`src/rtl/rtp_reorder_buffer_macros.svh`:
```
// Assertion macros shared by the reorder buffer RTL.
`ifndef RTP_REORDER_BUFFER_MACROS_SVH
`define RTP_REORDER_BUFFER_MACROS_SVH

`ifndef SYNTHESIS
// Same-cycle implication, sampled on clk, quiet during reset.
`define RTPRB_ASSERT_IMP(lbl, cond, prop) \
	lbl: assert property (@(posedge clk) disable iff (!arst_n) (cond) |-> (prop)) \
		else $error("reorder buffer assertion failed");
// Next-cycle implication, sampled on clk, quiet during reset.
`define RTPRB_ASSERT_NEXT(lbl, cond, prop) \
	lbl: assert property (@(posedge clk) disable iff (!arst_n) (cond) |=> (prop)) \
		else $error("reorder buffer assertion failed");
`else
`define RTPRB_ASSERT_IMP(lbl, cond, prop)
`define RTPRB_ASSERT_NEXT(lbl, cond, prop)
`endif

`endif

```
`src/rtl/rtprb_pkg.sv`:
```
// Types and constants of the RTP reorder buffer.
`default_nettype none
package rtprb_pkg;

	// Header checks
	localparam int unsigned HDR_LEN     = 12;
	localparam int unsigned PAYLOAD_MAX = 2048;
	localparam logic [1:0]  RTP_VERSION = 2'd2;
	localparam logic [15:0] SEQ_TOP     = 16'hFFFF;

	// Result status codes
	localparam logic [2:0] STAT_TOO_SHORT = 3'd0;
	localparam logic [2:0] STAT_BAD_VER   = 3'd1;
	localparam logic [2:0] STAT_TOO_LONG  = 3'd2;
	localparam logic [2:0] STAT_STORED    = 3'd3;
	localparam logic [2:0] STAT_RELEASED  = 3'd4;

	// Register map
	localparam logic       REG_ACTIVE_DEPTH   = 1'b0;
	localparam logic [5:0] ACTIVE_DEPTH_RESET = 6'd32;

	typedef struct packed {
		logic [7:0]  first_byte;
		logic [7:0]  second_byte;
		logic [15:0] seq_num;
		logic [31:0] rtp_time;
		logic [31:0] source_id;
		logic [11:0] packet_length;
		logic [7:0]  pad_count;
		logic [15:0] payload_ref;
	} item_t;

	typedef struct packed {
		logic [2:0]  status;
		logic [6:0]  rel_type;
		logic [15:0] rel_seq;
		logic [31:0] rel_time;
		logic [11:0] rel_length;
		logic [15:0] rel_ref;
		logic [31:0] ext_seq;
		logic [31:0] last_source;
		logic        marker;
	} result_t;

	// One table entry held in a cell
	typedef struct packed {
		logic [6:0]  pt;
		logic [15:0] sq;
		logic [31:0] ts;
		logic [11:0] len;
		logic [15:0] pref;
	} entry_t;

	// Search candidate handed from cell to cell
	typedef struct packed {
		logic        valid;
		logic        has_top;
		logic        found1;
		logic [15:0] best1;
		logic        found2;
		logic [15:0] best2;
	} scan_t;

endpackage
`default_nettype wire

```
`src/rtl/rtprb_cell.sv`:
```
// One table cell: holds an entry and advances the release search by one step.
`default_nettype none
module rtprb_cell #(
	parameter int IDX_W = 5
) (
	input  wire logic                 clk,
	input  wire logic                 arst_n,
	input  wire logic [IDX_W-1:0]     cell_idx,
	input  wire logic                 wr_en,
	input  wire rtprb_pkg::entry_t    wr_data,
	output rtprb_pkg::entry_t         entry,
	input  wire rtprb_pkg::scan_t     scan_in,
	input  wire logic [IDX_W-1:0]     idx1_in,
	input  wire logic [IDX_W-1:0]     idx2_in,
	output rtprb_pkg::scan_t          scan_out,
	output logic [IDX_W-1:0]          idx1_out,
	output logic [IDX_W-1:0]          idx2_out
);
	import rtprb_pkg::*;

	entry_t           entry_q;
	scan_t            cand_d;
	scan_t            cand_q;
	logic             valid_q;
	logic [IDX_W-1:0] idx1_d, idx2_d, idx1_q, idx2_q;
	logic             head;
	logic             take1, take2;

	// hold the entry
	always_ff @(posedge clk) begin
		if (wr_en) begin
			entry_q <= wr_data;
		end
	end

	assign entry = entry_q;
	assign head  = (cell_idx == '0);

	// only cell zero wins a tie, and only in the lowest-value search
	always_comb begin
		take1 = !scan_in.found1 || (entry_q.sq < scan_in.best1) ||
			(head && (entry_q.sq == scan_in.best1));
		take2 = entry_q.sq[15] && (!scan_in.found2 || (entry_q.sq < scan_in.best2));
		cand_d         = scan_in;
		idx1_d         = idx1_in;
		idx2_d         = idx2_in;
		cand_d.has_top = scan_in.has_top || (entry_q.sq == SEQ_TOP);
		if (take1) begin
			cand_d.found1 = 1'b1;
			cand_d.best1  = entry_q.sq;
			idx1_d        = cell_idx;
		end
		if (take2) begin
			cand_d.found2 = 1'b1;
			cand_d.best2  = entry_q.sq;
			idx2_d        = cell_idx;
		end
	end

	// advance the candidate to the lower neighbor
	always_ff @(posedge clk or negedge arst_n) begin
		if (!arst_n) begin
			valid_q <= 1'b0;
		end else begin
			valid_q <= scan_in.valid;
		end
	end

	always_ff @(posedge clk) begin
		cand_q <= cand_d;
		idx1_q <= idx1_d;
		idx2_q <= idx2_d;
	end

	always_comb begin
		scan_out       = cand_q;
		scan_out.valid = valid_q;
	end

	assign idx1_out = idx1_q;
	assign idx2_out = idx2_q;

endmodule
`default_nettype wire

```
`config.mk`:
```
export PLATFORM = sky130hd
export DESIGN_NAME = rtprb_cell
export DESIGN_NICKNAME = d
export VERILOG_FILES = /design/src/rtl/rtp_reorder_buffer_macros.svh /design/src/rtl/rtprb_pkg.sv /design/src/rtl/rtprb_cell.sv
export SDC_FILE = /design/constraint.sdc
export NUM_CORES = 1
export LEC_CHECK = 0
export BUFFER_PORTS_ARGS = -buffer_cell sky130_fd_sc_hd__buf_2
export CORE_AREA = 2 2 103 105
export CTS_BUF_LIST = sky130_fd_sc_hd__clkbuf_4
export DETAILED_ROUTE_END_ITERATION = 6
export DIE_AREA = 0 0 105 107
export HOLD_SLACK_MARGIN = 0.03
export PLACE_DENSITY = 0.86
export SLEW_MARGIN = 20
export SYNTH_ARGS = -nofsm -noshare
export SYNTH_HDL_FRONTEND = slang
export SYNTH_SLANG_ARGS = --single-unit
```
`constraint.sdc`:
```
create_clock -name clk -period 5.53 [get_ports clk]
set_input_delay 0.553 -clock clk [delete_from_list [all_inputs] [get_ports clk]]
set_output_delay 0.553 -clock clk [all_outputs]
set_load 0.1 [all_outputs]
```
==> metrics.csv <==
stage,metric,value,unit
run_status,status,"finished, final reports clean",
synthesis,combinational family with the most area after synthesis,multiplexers,
die,Initial Utilization,48.7,%
route,initial drt markers,172,
die,I/O pin cnt,266,
global_routing,GR Layer Usage met2,45.4,%
clock_network,clock slew at reported path FFs,0.12,ns
flow_run,max cap viols,0,
power,switching power share of the total,42.7,%
global_routing,aggregate global-route resource usage,24.5,%
worst_setup_path,worst r2r path cells,7,
power,Psw,1.20,mW
worst_setup_path,crit start category,flip-flop,
layout,area grow syn2layout,35.9,%
route,drc violations,0,
worst_setup_path,Setup crit end kind,flip-flop,
synthesis,"Net Count, Synth",466,
timing,final count of hold timing violations,0,
route,antenna-violating nets left,0,
synthesis,simple-gate share of the synthesized area,3.31,%
synthesis,syn avg cell area,16.5,um^2
layout,design area,6690,um^2
timing,setup_tns,0,ns
global_routing,M3 GR Usage,11.2,%
synthesis,register area share after synthesis,69.5,%
power,Combinational Power Share,34.0,%
worst_setup_path,r2r startpoint,entry[75]$_DFFE_PP_,
placement,Routability Congestion,0.811,
power,Tot Pwr,2.81,mW
synthesis,Synth Register Bits,129,
placement,DP Worst Slack,2.28,ns
timing,Final Skew,0.00888,ns
placement,placed inst area,6360,um^2
global_routing,GRT busiest layer,met2,
clock_network,Clock Tree Root,clkbuf_4,
worst_setup_path,R2R Setup Slk,2.35,ns
synthesis,post-synthesis cell type count,39,
route,detailed-route via count,3621,
hold_path,hold_sp,scan_in[35],
power,leakage,3.22,nW
worst_setup_path,CP Class,reg -> reg,
synthesis,Mapped Cells,298,
hold_path,min-delay worst type,in -> reg,
hold_path,Min-Delay Endpoint,valid_q$_DFF_PN0_,
die,die width,105,um
synthesis,Compound-Gate Fraction of Synth Area,4.32,%
route,Avg WL per Cell,18.9,um
die,core area,10100,um^2
layout,Fillers,773,
global_routing,vias in the first global route,3959,
layout,fin nets,748,
die,die area,11200,um^2
die,std cell rows,37,
placement,I/O Buffers,265,
timing,Rel. slew slack,33.0,%
layout,layout cells sized above 1,56.5,%
layout,Layout Utilization,66.3,%
timing,"Slew Viols, Final",0,
worst_setup_path,CP max FO,14,
synthesis,Synth Area in XOR/XNOR,0,%
die,Die Ht,107,um
synthesis,post-synthesis adder-cell area fraction,7.88,%
clock_network,H-tree depth,4,
timing,# setup viols final,0,
global_routing,initial antenna violation count,3,
route,router iterations before antenna repair,5,
worst_setup_path,Critical Path RT,5.94,ns
hold_path,Hold Path Stages,1,
worst_setup_path,crit path DAT,3.59,ns
timing,Slew @ Worst Pin,1.01,ns
power,Pwr Density,420,nW/um^2
route,drt total wl,13800,um
power,Clock power frac,24.7,%
placement,DP Wirelength,10800,um
global_routing,largest net degree at the start of global routing,84,
layout,final non-filler cell total,730,
clock_network,Bufs on Longest Clock Path,2,
timing,Tcrit/Tclk final,57.4,%
clock_network,Clock Latency Late Sink,0.51,ns
timing,minimum clock period,3.18,ns
power,Reg power frac,41.3,%
clock_network,CTS tree,yes,
global_routing,first-pass GRT wire length,20200,um
clock_network,clk sink count,129,
synthesis,Synth Warn #,0,
route,detailed-route vias per instance,4.96,
synthesis,Post-Syn Area,4920,um^2
timing,Hold Slack,0.131,ns
global_routing,global route total overflow,0,
timing,fin worst setup slack,2.35,ns
global_routing,met1 usage,23.5,%
power,maximum vdd drop,0.000248,V
worst_setup_path,reg-to-reg endpoint,scan_out[8]$_DFF_P_,
power,Pint,1.61,mW
clock_network,cts bufs inserted,17,
timing,f_max,0.315,GHz
synthesis,post-synthesis mux area share,10.9,%
timing,unrepaired setup endpoints after global routing,false,
placement,Cells after DPL,696,
==> how the worst max path moves through the flow <==
stage	start	endpoint	slack [ns]
floorplan	entry[75]$_DFFE_PP_	scan_out[4]$_DFF_P_	2.74
global placement	scan_in[15]	scan_out[8]$_DFF_P_	2.40
detailed placement	scan_in[15]	scan_out[8]$_DFF_P_	2.28
CTS	entry[75]$_DFFE_PP_	scan_out[8]$_DFF_P_	2.37
global route	entry[75]$_DFFE_PP_	scan_out[8]$_DFF_P_	2.16
finish	entry[75]$_DFFE_PP_	scan_out[8]$_DFF_P_	2.35
==> sequential cells by signal (all words and copies together) (netlist names) <==
name,flops
entry,83
idx1_out,5
idx2_out,5
scan_out,35
valid_q,1
==> cell usage in the layout, fill, tap and decap left out, drive strengths merged, types with 8 or more instances in the layout <==
master and count:
a21oi 9, buf 267, clkbuf 17, dfxtp 45, edfxtp 83, ha 31, inv 37, mux2 41
nand2 8, nand4 8
==> logic make-up after synthesis <==
group,after synthesis
AO/OA/AOI/OAI,28
adder cells (fa/ha/maj),31
buffers and inverters,39
flip-flops,129
multiplexers,41
other,1
AND/OR/NAND/NOR,29
==> cells in the mapped netlist <==
cell type / instances / area, um^2
buf_12: 2 / 40.0
o41ai_1: 1 / 8.76
a31oi_1: 1 / 6.26
a21boi_0: 1 / 7.51
or3_1: 1 / 6.26
nor2b_1: 1 / 6.26
mux2_1: 10 / 113
mux2_2: 11 / 124
nor3b_1: 2 / 15.0
nand4_1: 8 / 50.1
nor2_1: 4 / 15.0
a41o_1: 1 / 10.0
o211ai_1: 1 / 7.51
o221ai_1: 1 / 8.76
or4b_1: 1 / 10.0
nor4_2: 1 / 12.5
a21boi_2: 1 / 11.3
o21a_1: 2 / 15.0
mux2_4: 20 / 300
a21o_1: 2 / 15.0
nor4_1: 1 / 6.26
a32oi_2: 1 / 16.3
o21ai_0: 3 / 15.0
buf_4: 1 / 7.51
buf_6: 2 / 22.5
edfxtp_1: 83 / 2490
a2bb2oi_1: 1 / 8.76
o2bb2ai_1: 1 / 8.76
inv_1: 34 / 128
conb_1: 1 / 3.75
or2_2: 1 / 6.26
a211oi_1: 1 / 7.51
dfxtp_1: 45 / 901
nand2_1: 8 / 30.0
ha_1: 31 / 388
o31ai_4: 1 / 21.3
nand3_1: 1 / 5.00
dfrtp_1: 1 / 25.0
a21oi_1: 9 / 45.0
==> timing repair <==
action                                  in CTS  in global routing
endpoints found under the setup margin       0                  0
hold buffers                                 1                  0
buffers inserted                             0                  0
endpoints found under the hold margin        1                  0
resized for setup                            0                  0
==> critical path, cell delays in order, from the launching register on <==
cell and delay (ns):
edfxtp_1 0.54, ha_1 0.36, nand4_1 0.18, nor4_1 0.33
o221ai_1 0.18, a32oi_2 0.80, buf_4 0.33, mux2_2 0.35
==> area by class of cell <==
class	instances	area, um^2	area share, %
sequential	129	3420	51.1
timing repair buffer	268	1350	20.2
multi-input combinational	130	1300	19.5
clock inverter	15	184	2.75
tap	136	170	2.54
clock buffer	17	128	1.91
inverter	34	128	1.91
antenna	1	2.50	0.0374
==> metal layers <==
layer	vias to the layer above	wire [um]
li1	1661	-
met1	1733	4700
met2	191	7390
met3	32	1390
met4	4	295
met5	-	23
==> power groups by stage <==
stage	clock network (mW)	logic, mW	registers (mW)
2_1_floorplan	0	0.129	1.82
3_3_place_gp	0	0.943	1.18
3_5_place_dp	0	0.954	1.18
4_1_cts	0.705	0.956	1.16
5_1_grt	0.744	0.984	1.17
6_report	0.692	0.954	1.16
Power figures use the tool's default switching activity.
